<file path="config.mk">
export PLATFORM = sky130hd
export DESIGN_NAME = text_console_cursor_control_flat
export DESIGN_NICKNAME = d
export VERILOG_FILES = /design/src/ttcc_pkg.sv /design/src/ttcc_ifs.sv /design/src/text_console_cursor_control.sv /design/src/ttcc_plan.sv /design/src/ttcc_burst.sv /design/src/flat_wrapper.sv
export SDC_FILE = /design/constraint.sdc
export NUM_CORES = 1
export LEC_CHECK = 0
export ABC_CLOCK_PERIOD_IN_PS = 5000
export BUFFER_PORTS_ARGS = -buffer_cell sky130_fd_sc_hd__buf_2
export CAP_MARGIN = 15
export CELL_PAD_IN_SITES_DETAIL_PLACEMENT = 1
export CELL_PAD_IN_SITES_GLOBAL_PLACEMENT = 1
export CORE_MARGIN = 2
export CORE_UTILIZATION = 51
export DETAILED_ROUTE_END_ITERATION = 12
export GPL_TIMING_DRIVEN = 0
export PLACE_DENSITY_LB_ADDON = 0.25
export SLEW_MARGIN = 20
export SYNTH_ARGS = -nofsm -noshare
export SYNTH_HDL_FRONTEND = slang
export SYNTH_HIERARCHICAL = 1
export SYNTH_SLANG_ARGS = --single-unit
</file>
<file path="constraint.sdc">
create_clock -name clk -period 5 [get_ports clk]
set_input_delay 0.25 -clock clk [delete_from_list [all_inputs] [get_ports clk]]
set_output_delay 0.25 -clock clk [all_outputs]
set_load 0.02 [all_outputs]
</file>
<file path="src/ttcc_pkg.sv">
`timescale 1ns / 1ps
// ----------------------------------------------------------------------------
// ttcc_pkg
// Shared constants and types for the text console cursor control block.
// ----------------------------------------------------------------------------
package ttcc_pkg;

  localparam int ROWS          = 25;
  localparam int COLS          = 80;
  localparam int KEEP_TOP_ROWS = 4;

  localparam int ROW_W   = 5;
  localparam int COL_W   = 7;
  localparam int GLYPH_W = 8;
  localparam int CHAR_W  = 8;

  localparam int MAX_CMDS = 4;
  localparam int IDX_W    = 2;

  localparam logic [CHAR_W-1:0]  CH_CR = 8'd13;
  localparam logic [CHAR_W-1:0]  CH_LF = 8'd10;
  localparam logic [CHAR_W-1:0]  CH_BS = 8'd8;
  localparam logic [GLYPH_W-1:0] CURSOR_GLYPH_RST = 8'd127;

  typedef enum logic [1:0] {
    CMD_ERASE  = 2'd0,
    CMD_DRAW   = 2'd1,
    CMD_CLEAR  = 2'd2,
    CMD_SCROLL = 2'd3
  } cmd_code_t;

  typedef struct packed {
    cmd_code_t           command;
    logic [ROW_W-1:0]    cell_row;
    logic [COL_W-1:0]    cell_col;
    logic [GLYPH_W-1:0]  glyph;
  } cell_cmd_t;

  typedef struct packed {
    cell_cmd_t [MAX_CMDS-1:0] item;
    logic [IDX_W-1:0]         last_idx;
  } burst_t;

endpackage

</file>
<file path="src/ttcc_ifs.sv">
`timescale 1ns / 1ps
// ----------------------------------------------------------------------------
// ttcc_ifs
// Valid/ready channels: character requests in, cell command requests out.
// ----------------------------------------------------------------------------
interface ttcc_char_if;
  import ttcc_pkg::*;

  logic              valid;
  logic              ready;
  logic [CHAR_W-1:0] char_code;

  modport source (output valid, output char_code, input ready);
  modport sink   (input valid, input char_code, output ready);
endinterface

interface ttcc_cmd_if;
  import ttcc_pkg::*;

  logic               valid;
  logic               ready;
  cmd_code_t          command;
  logic [ROW_W-1:0]   cell_row;
  logic [COL_W-1:0]   cell_col;
  logic [GLYPH_W-1:0] glyph;
  logic               last;

  modport source (output valid, output command, output cell_row, output cell_col,
                  output glyph, output last, input ready);
  modport sink   (input valid, input command, input cell_row, input cell_col,
                  input glyph, input last, output ready);
endinterface

</file>
<file path="src/text_console_cursor_control.sv">
`timescale 1ns / 1ps
// ----------------------------------------------------------------------------
// text_console_cursor_control
// Cursor tracking for a 25x80 text grid: each character request turns into
// two to four cell command requests (erase, draw/clear/scroll, redraw).
// ----------------------------------------------------------------------------
//  channel   dir  payload                                        handshake
//  char_in   in   char_code[7:0]                                 valid/ready
//  cmd_out   out  command, cell_row, cell_col, glyph, last       valid/ready
//  cfg       in   cfg_data[7:0] (cursor glyph)                   cfg_we
//
//  A character sends one command per cycle, while cmd_out is not stalled,
//  through the single command output register.
//  The next character is taken in the cycle its last command is loaded.
//  First command reaches cmd_out via the held list and the output register.
//  rst (synchronous) homes the cursor to row 0, column 0, glyph 127.
//  cmd_out stall holds the output register and, while a list is still being sent,
//  blocks char_in.
// ----------------------------------------------------------------------------
module text_console_cursor_control (
  input  logic                          clk,
  input  logic                          rst,
  ttcc_char_if.sink                     char_in,
  ttcc_cmd_if.source                    cmd_out,
  input  logic                          cfg_we,
  input  logic [ttcc_pkg::GLYPH_W-1:0]  cfg_data
);
  import ttcc_pkg::*;

  logic [ROW_W-1:0]   cursor_row;
  logic [COL_W-1:0]   cursor_col;
  logic [GLYPH_W-1:0] cursor_glyph;
  logic [ROW_W-1:0]   row_next;
  logic [COL_W-1:0]   col_next;
  burst_t             plan;
  cell_cmd_t          out_cmd;
  logic               can_load;
  logic               accept;

  assign accept        = char_in.valid && char_in.ready;
  assign char_in.ready = can_load;

  ttcc_plan u_plan (
    .char_code    (char_in.char_code),
    .cursor_row   (cursor_row),
    .cursor_col   (cursor_col),
    .cursor_glyph (cursor_glyph),
    .burst        (plan),
    .row_next     (row_next),
    .col_next     (col_next)
  );

  ttcc_burst u_burst (
    .clk       (clk),
    .rst       (rst),
    .load      (accept),
    .plan      (plan),
    .can_load  (can_load),
    .out_cmd   (out_cmd),
    .out_last  (cmd_out.last),
    .out_valid (cmd_out.valid),
    .out_ready (cmd_out.ready)
  );

  assign cmd_out.command  = out_cmd.command;
  assign cmd_out.cell_row = out_cmd.cell_row;
  assign cmd_out.cell_col = out_cmd.cell_col;
  assign cmd_out.glyph    = out_cmd.glyph;

  always_ff @(posedge clk) begin
    if (rst) begin
      cursor_row   <= '0;
      cursor_col   <= '0;
      cursor_glyph <= CURSOR_GLYPH_RST;
    end else begin
      if (cfg_we) cursor_glyph <= cfg_data;
      if (accept) begin
        cursor_row <= row_next;
        cursor_col <= col_next;
      end
    end
  end

endmodule

</file>
<file path="src/ttcc_plan.sv">
`timescale 1ns / 1ps
// ----------------------------------------------------------------------------
// ttcc_plan
// Builds the command list for one character and the next cursor position.
// ----------------------------------------------------------------------------
module ttcc_plan (
  input  logic [ttcc_pkg::CHAR_W-1:0]  char_code,
  input  logic [ttcc_pkg::ROW_W-1:0]   cursor_row,
  input  logic [ttcc_pkg::COL_W-1:0]   cursor_col,
  input  logic [ttcc_pkg::GLYPH_W-1:0] cursor_glyph,
  output ttcc_pkg::burst_t             burst,
  output logic [ttcc_pkg::ROW_W-1:0]   row_next,
  output logic [ttcc_pkg::COL_W-1:0]   col_next
);
  import ttcc_pkg::*;

  logic [ROW_W:0]     row_inc;
  logic [COL_W:0]     col_inc;
  logic               at_bottom;
  logic [ROW_W-1:0]   nl_row;
  cell_cmd_t          scroll_cmd;
  cell_cmd_t          erase_cmd;
  cell_cmd_t          final_cmd;
  cell_cmd_t          mid0;
  cell_cmd_t          mid1;
  logic [1:0]         n_mid;

  assign row_inc   = {1'b0, cursor_row} + 1'b1;
  assign col_inc   = {1'b0, cursor_col} + 1'b1;
  assign at_bottom = row_inc >= (ROW_W+1)'(ROWS);
  assign nl_row    = at_bottom ? ROW_W'(ROWS - 1) : row_inc[ROW_W-1:0];

  assign scroll_cmd = '{CMD_SCROLL, ROW_W'(KEEP_TOP_ROWS), '0, '0};
  assign erase_cmd  = '{CMD_ERASE, cursor_row, cursor_col, cursor_glyph};
  assign final_cmd  = '{CMD_DRAW, row_next, col_next, cursor_glyph};

  always_comb begin
    row_next = cursor_row;
    col_next = cursor_col;
    mid0     = '0;
    mid1     = '0;
    n_mid    = 2'd0;
    unique case (char_code)
      CH_CR: begin
        col_next = '0;
      end
      CH_LF: begin
        row_next = nl_row;
        if (at_bottom) begin
          mid0  = scroll_cmd;
          n_mid = 2'd1;
        end
      end
      CH_BS: begin
        if (cursor_col != '0) begin
          col_next = cursor_col - 1'b1;
          mid0     = '{CMD_CLEAR, cursor_row, cursor_col - 1'b1, '0};
          n_mid    = 2'd1;
        end
      end
      default: begin
        mid0  = '{CMD_DRAW, cursor_row, cursor_col, char_code};
        n_mid = 2'd1;
        if (col_inc >= (COL_W+1)'(COLS)) begin
          col_next = '0;
          row_next = nl_row;
          if (at_bottom) begin
            mid1  = scroll_cmd;
            n_mid = 2'd2;
          end
        end else begin
          col_next = col_inc[COL_W-1:0];
        end
      end
    endcase
  end

  always_comb begin
    burst.item[0]  = erase_cmd;
    burst.item[3]  = final_cmd;
    burst.last_idx = IDX_W'(n_mid + 2'd1);
    unique case (n_mid)
      2'd0: begin
        burst.item[1] = final_cmd;
        burst.item[2] = final_cmd;
      end
      2'd1: begin
        burst.item[1] = mid0;
        burst.item[2] = final_cmd;
      end
      default: begin
        burst.item[1] = mid0;
        burst.item[2] = mid1;
      end
    endcase
  end

endmodule

</file>
<file path="src/ttcc_burst.sv">
`timescale 1ns / 1ps
// ----------------------------------------------------------------------------
// ttcc_burst
// Holds one command list and sends it out one command per cycle through
// an output register while the output is not stalled.
// ----------------------------------------------------------------------------
module ttcc_burst (
  input  logic                  clk,
  input  logic                  rst,
  input  logic                  load,
  input  ttcc_pkg::burst_t      plan,
  output logic                  can_load,
  output ttcc_pkg::cell_cmd_t   out_cmd,
  output logic                  out_last,
  output logic                  out_valid,
  input  logic                  out_ready
);
  import ttcc_pkg::*;

  burst_t           held;
  logic             busy;
  logic [IDX_W-1:0] idx;
  logic             out_free;
  logic             step;
  logic             final_step;

  assign out_free   = !out_valid || out_ready;
  assign step       = busy && out_free;
  assign final_step = step && (idx == held.last_idx);
  assign can_load   = !busy || final_step;

  always_ff @(posedge clk) begin
    if (rst) begin
      busy      <= 1'b0;
      idx       <= '0;
      out_valid <= 1'b0;
    end else begin
      if (out_free) out_valid <= busy;
      if (load) begin
        busy <= 1'b1;
        idx  <= '0;
      end else if (final_step) begin
        busy <= 1'b0;
      end else if (step) begin
        idx <= idx + 1'b1;
      end
    end
  end

  always_ff @(posedge clk) begin
    if (step) begin
      out_cmd  <= held.item[idx];
      out_last <= (idx == held.last_idx);
    end
    if (load) held <= plan;
  end

endmodule

</file>
<file path="src/flat_wrapper.sv">
// flat-port wrapper written by rule: the top's interface ports become plain ports
module text_console_cursor_control_flat import ttcc_pkg::*;
  (clk, rst, cfg_we, cfg_data, char_in_valid, char_in_char_code, char_in_ready, cmd_out_valid, cmd_out_command, cmd_out_cell_row, cmd_out_cell_col, cmd_out_glyph, cmd_out_last, cmd_out_ready);
  ttcc_char_if char_in_i ();
  ttcc_cmd_if cmd_out_i ();
  input  logic clk;
  input  logic rst;
  input  logic cfg_we;
  input  logic [ttcc_pkg::GLYPH_W-1:0] cfg_data;
  input wire logic [$bits(char_in_i.valid)-1:0] char_in_valid;
  input wire logic [$bits(char_in_i.char_code)-1:0] char_in_char_code;
  output wire logic [$bits(char_in_i.ready)-1:0] char_in_ready;
  output wire logic [$bits(cmd_out_i.valid)-1:0] cmd_out_valid;
  output wire logic [$bits(cmd_out_i.command)-1:0] cmd_out_command;
  output wire logic [$bits(cmd_out_i.cell_row)-1:0] cmd_out_cell_row;
  output wire logic [$bits(cmd_out_i.cell_col)-1:0] cmd_out_cell_col;
  output wire logic [$bits(cmd_out_i.glyph)-1:0] cmd_out_glyph;
  output wire logic [$bits(cmd_out_i.last)-1:0] cmd_out_last;
  input wire logic [$bits(cmd_out_i.ready)-1:0] cmd_out_ready;
  assign char_in_i.valid = char_in_valid;
  assign char_in_i.char_code = char_in_char_code;
  assign char_in_ready = char_in_i.ready;
  assign cmd_out_valid = cmd_out_i.valid;
  assign cmd_out_command = cmd_out_i.command;
  assign cmd_out_cell_row = cmd_out_i.cell_row;
  assign cmd_out_cell_col = cmd_out_i.cell_col;
  assign cmd_out_glyph = cmd_out_i.glyph;
  assign cmd_out_last = cmd_out_i.last;
  assign cmd_out_i.ready = cmd_out_ready;
  text_console_cursor_control u_core (.clk(clk), .rst(rst), .char_in(char_in_i), .cmd_out(cmd_out_i), .cfg_we(cfg_we), .cfg_data(cfg_data));
endmodule
</file>
==> results.md <==
* Status: complete, no violations
* First-pass GRT wire length at 28270 um
* Worst path slowest cell: nor2_1
* CP Capture Type: register
* Distinct cells, synth at 80
* Post-DP HPWL at 11730 um
* Final WL at between 15000 and 20000 um
* Detailed Routing Iterations Pass 1 at 5
* Mean routed wirelength per cell at 22.95 um
* Worst-path clk slew at 0.06 ns
* Final min period at 4.705 ns
* Crit path arrival time at 4.86 ns
* Dpl ws at roughly 0.55 ns
* Slew HR at 0.2394
* CTS tree: yes
* Max incr delay on CP at 0.85 ns
* Largest family of logic cells by synthesized area: compound AO/OA/AOI/OAI gates
* Initial antenna violation count at 0
* Design area at 8058 um^2
* Clk sink count at 137
* Clk buf depth at 2
* Initial DRC Count at 354
* Root Driver: clkbuf_16
* Most common cell in the netlist: edfxtp_1
* Post-Syn Area at 6932 um^2
* Pins Over Slew Limit at 0
* Critical path type: register to register
* Synth Area in Compound Gates at 0.1504
* Synthesized flop and latch total at between 100 and 150
* Routed Antenna Nets at 0
* Final setup viols at 0
* Commonest cells in the netlist: edfxtp_1, buf_4, dfxtp_1, nand3_1, nor2_1
* Placed Cells at roughly 750
* Top post-synthesis cells by area: edfxtp_1, mux4_2, dfxtp_1
* Area Overhead vs Synth at 16.25%
* Tot Pwr at 2.936 mW
* Crit path max-delay family: compound AO/OA/AOI/OAI gates
* Cts bufs inserted at 17
* Crit path required time at 5.16 ns
* Pwr dens at about 360 nW/um^2
* Hold Violations, Final at 0
* Htree depth at 4
* Setup ws final at 0.2948 ns
* Drc violations at 0
* Post-synth EDFFs at roughly 110
* Post-place instance area at 7437 um^2
* Filler Cell Count at 1331
* Die W at 120.6 um
* IO buf count at 44
* Largest net degree at the start of global routing at 56
* Fin nets at 619
* RSZ-0062 raised after global routing: false
* Cts repair resizes at 0
* Crit-path most repeated cell: ha_1
* HP Class: primary input to register
* Post-CTS setup buffer count at 0
* Routability Congestion at 0.8829
* Sequential element share of the synthesized area at 0.5588
* Most used DFF post-synth: edfxtp_1
* IO Pins at 46
* Worst Tran Pin Value at about 1.1 ns
* Vias in the first global route at 5042
* Lkg Pwr at 2.969 nW
* Leading area contributor after synthesis: edfxtp_1
* Post-Synthesis Cells at 523
* Worst setup SP type: register
* DR vias/cell at 6.047
* CTS hold repair buffers at 0
* XOR/XNOR share of the synthesized area at 0.007401
* Non-filler cells, final at 779
* Antenna Cells at 0
* Die area at between 10000 and 15000 um^2
* Total GRT Usage at 0.2626
* CP cell instances: ha_1 -> nand3_1 -> o311a_1 -> o21ai_2 -> a21o_1 -> ha_1 -> inv_1 -> nor2_1 -> o211ai_1 -> a21boi_0 -> o32ai_1
* Fraction of the mapped netlist area in simple logic gates at 0.09928
* Syn avg cell area at 13.25 um^2
* Post-synthesis mux area share at 0.08032
* Max cap viols at 0
* Adder-Cell Fraction of Synth Area at 0.01444
* Chip height at 120.6 um
* Peak VDD IR at 0.0001894 V
* Vias at 4711
* Final period util at 0.9410
* Total number of yosys warnings at 6
* Clock Latency Late Sink at 0.42 ns
* Async S/R FF share, synth at 0
* Initial Utilization at 0.5234
* Worst Path Max Fanout at 11
* Area fraction of the dominant cell type after synthesis at 0.4895
* Rows at 42
* Fraction of layout cells with a size suffix above 1 at 0.3383
* FMAX at 212.5 MHz
* Crit path buf inv count at 1
* Fin Clk Skew at 0.01331 ns
* Grt ovf at 0
* Core Footprint at 13240 um^2
==> sequential cells by signal, summed over array words and instances, names as in the netlist <==
register / flops
u_core/u_burst/idx: 2
u_core/u_burst/out_valid: 1
u_core/u_burst/out_last: 1
u_core/u_burst/out_cmd: 22
u_core/u_burst/held: 90
u_core/cursor_col: 7
u_core/cursor_glyph: 8
u_core/cursor_row: 5
u_core/u_burst/busy: 1
==> per-stage QoR <==
stage | utilization | hold slack (ns) | setup TNS [ns]
final | 0.6085 | 0.03696 | 0
after detailed placement | 0.5616 | 0.4660 | 0
after global placement | 0.5573 | 0.4577 | -0.1715
after floorplan | - | 0.3224 | 0
after CTS | 0.6085 | 0.02627 | 0
after global routing | 0.6085 | 0.03366 | 0
==> power by group <==
group	total [mW]	switching, mW	internal [mW]	leakage [nW]
clock network	1.33	0.482	0.849	0.305
registers	1.35	0.0288	1.32	1.27
logic	0.258	0.147	0.111	1.39
==> final cells by class <==
type | instances | area (um^2) | share of cell area
inverters | 19 | 71.32 | 0.008851
clock inverters | 11 | 170.2 | 0.02112
multi-input cells | 293 | 2464 | 0.3057
plain buffers | 76 | 540.5 | 0.06708
flip-flops and latches | 137 | 3874 | 0.4807
clock buffers | 21 | 450.4 | 0.05590
repair buffers | 46 | 267.8 | 0.03323
well taps | 176 | 220.2 | 0.02733
==> layout by cell type, fill, tap and decap left out, drive strengths merged, types with 5 or more instances in the layout <==
| master | n |
|---|---|
| and2 | 13 |
| ha | 8 |
| a211o | 7 |
| inv | 20 |
| clkbuf | 28 |
| nor2 | 24 |
| a22o | 8 |
| nand2 | 18 |
| a211oi | 8 |
| dfxtp | 24 |
| a21bo | 12 |
| mux2i | 5 |
| nor2b | 11 |
| buf | 115 |
| o22ai | 7 |
| or3 | 6 |
| edfxtp | 113 |
| a21oi | 28 |
| clkinv | 6 |
| nand3 | 23 |
| mux4 | 22 |
| o21ai | 10 |
==> worst paths after layout <==
path,startpoint,to,slack (ns),cells past startpoint
worst max-delay path,u_core/cursor_col[1],u_core/u_burst/held[42],0.29,11
worst min-delay path,cfg_data[6],u_core/cursor_glyph[6],0.04,2
worst max register to register,u_core/cursor_col[1],u_core/u_burst/held[42],0.29,11
worst min register to register,u_core/u_burst/busy,u_core/u_burst/out_valid,0.52,2
==> cell families after synthesis <==
| logic type | after synthesis |
|---|---|
| DFF | 137 |
| AOI/OAI and AO/OA | 127 |
| and+or+nand+nor | 121 |
| buffers and inverters | 95 |
| muxes | 28 |
| adders and majority gates | 8 |
| xor gates and xnor gates | 5 |
| other | 2 |
==> layer usage <==
metal  track usage  up-vias  wire [um]
met2        0.4379      196       9084
li1              -     2097          -
met3       0.04953       41        993
met1        0.3407     2377       7369
met5             0        -          0
met4        0.1025        0        431
==> worst register-to-register path, delay by kind of cell, from the launching register on <==
family	cells	cell delay, ns
buffers and inverters	1	0.16
AO/OA/AOI/OAI	6	1.94
adder cells (fa/ha/maj)	2	0.68
AND/OR/NAND/NOR	2	1.06
flip-flops	1	0.62
(Power assumes the default switching activity.)
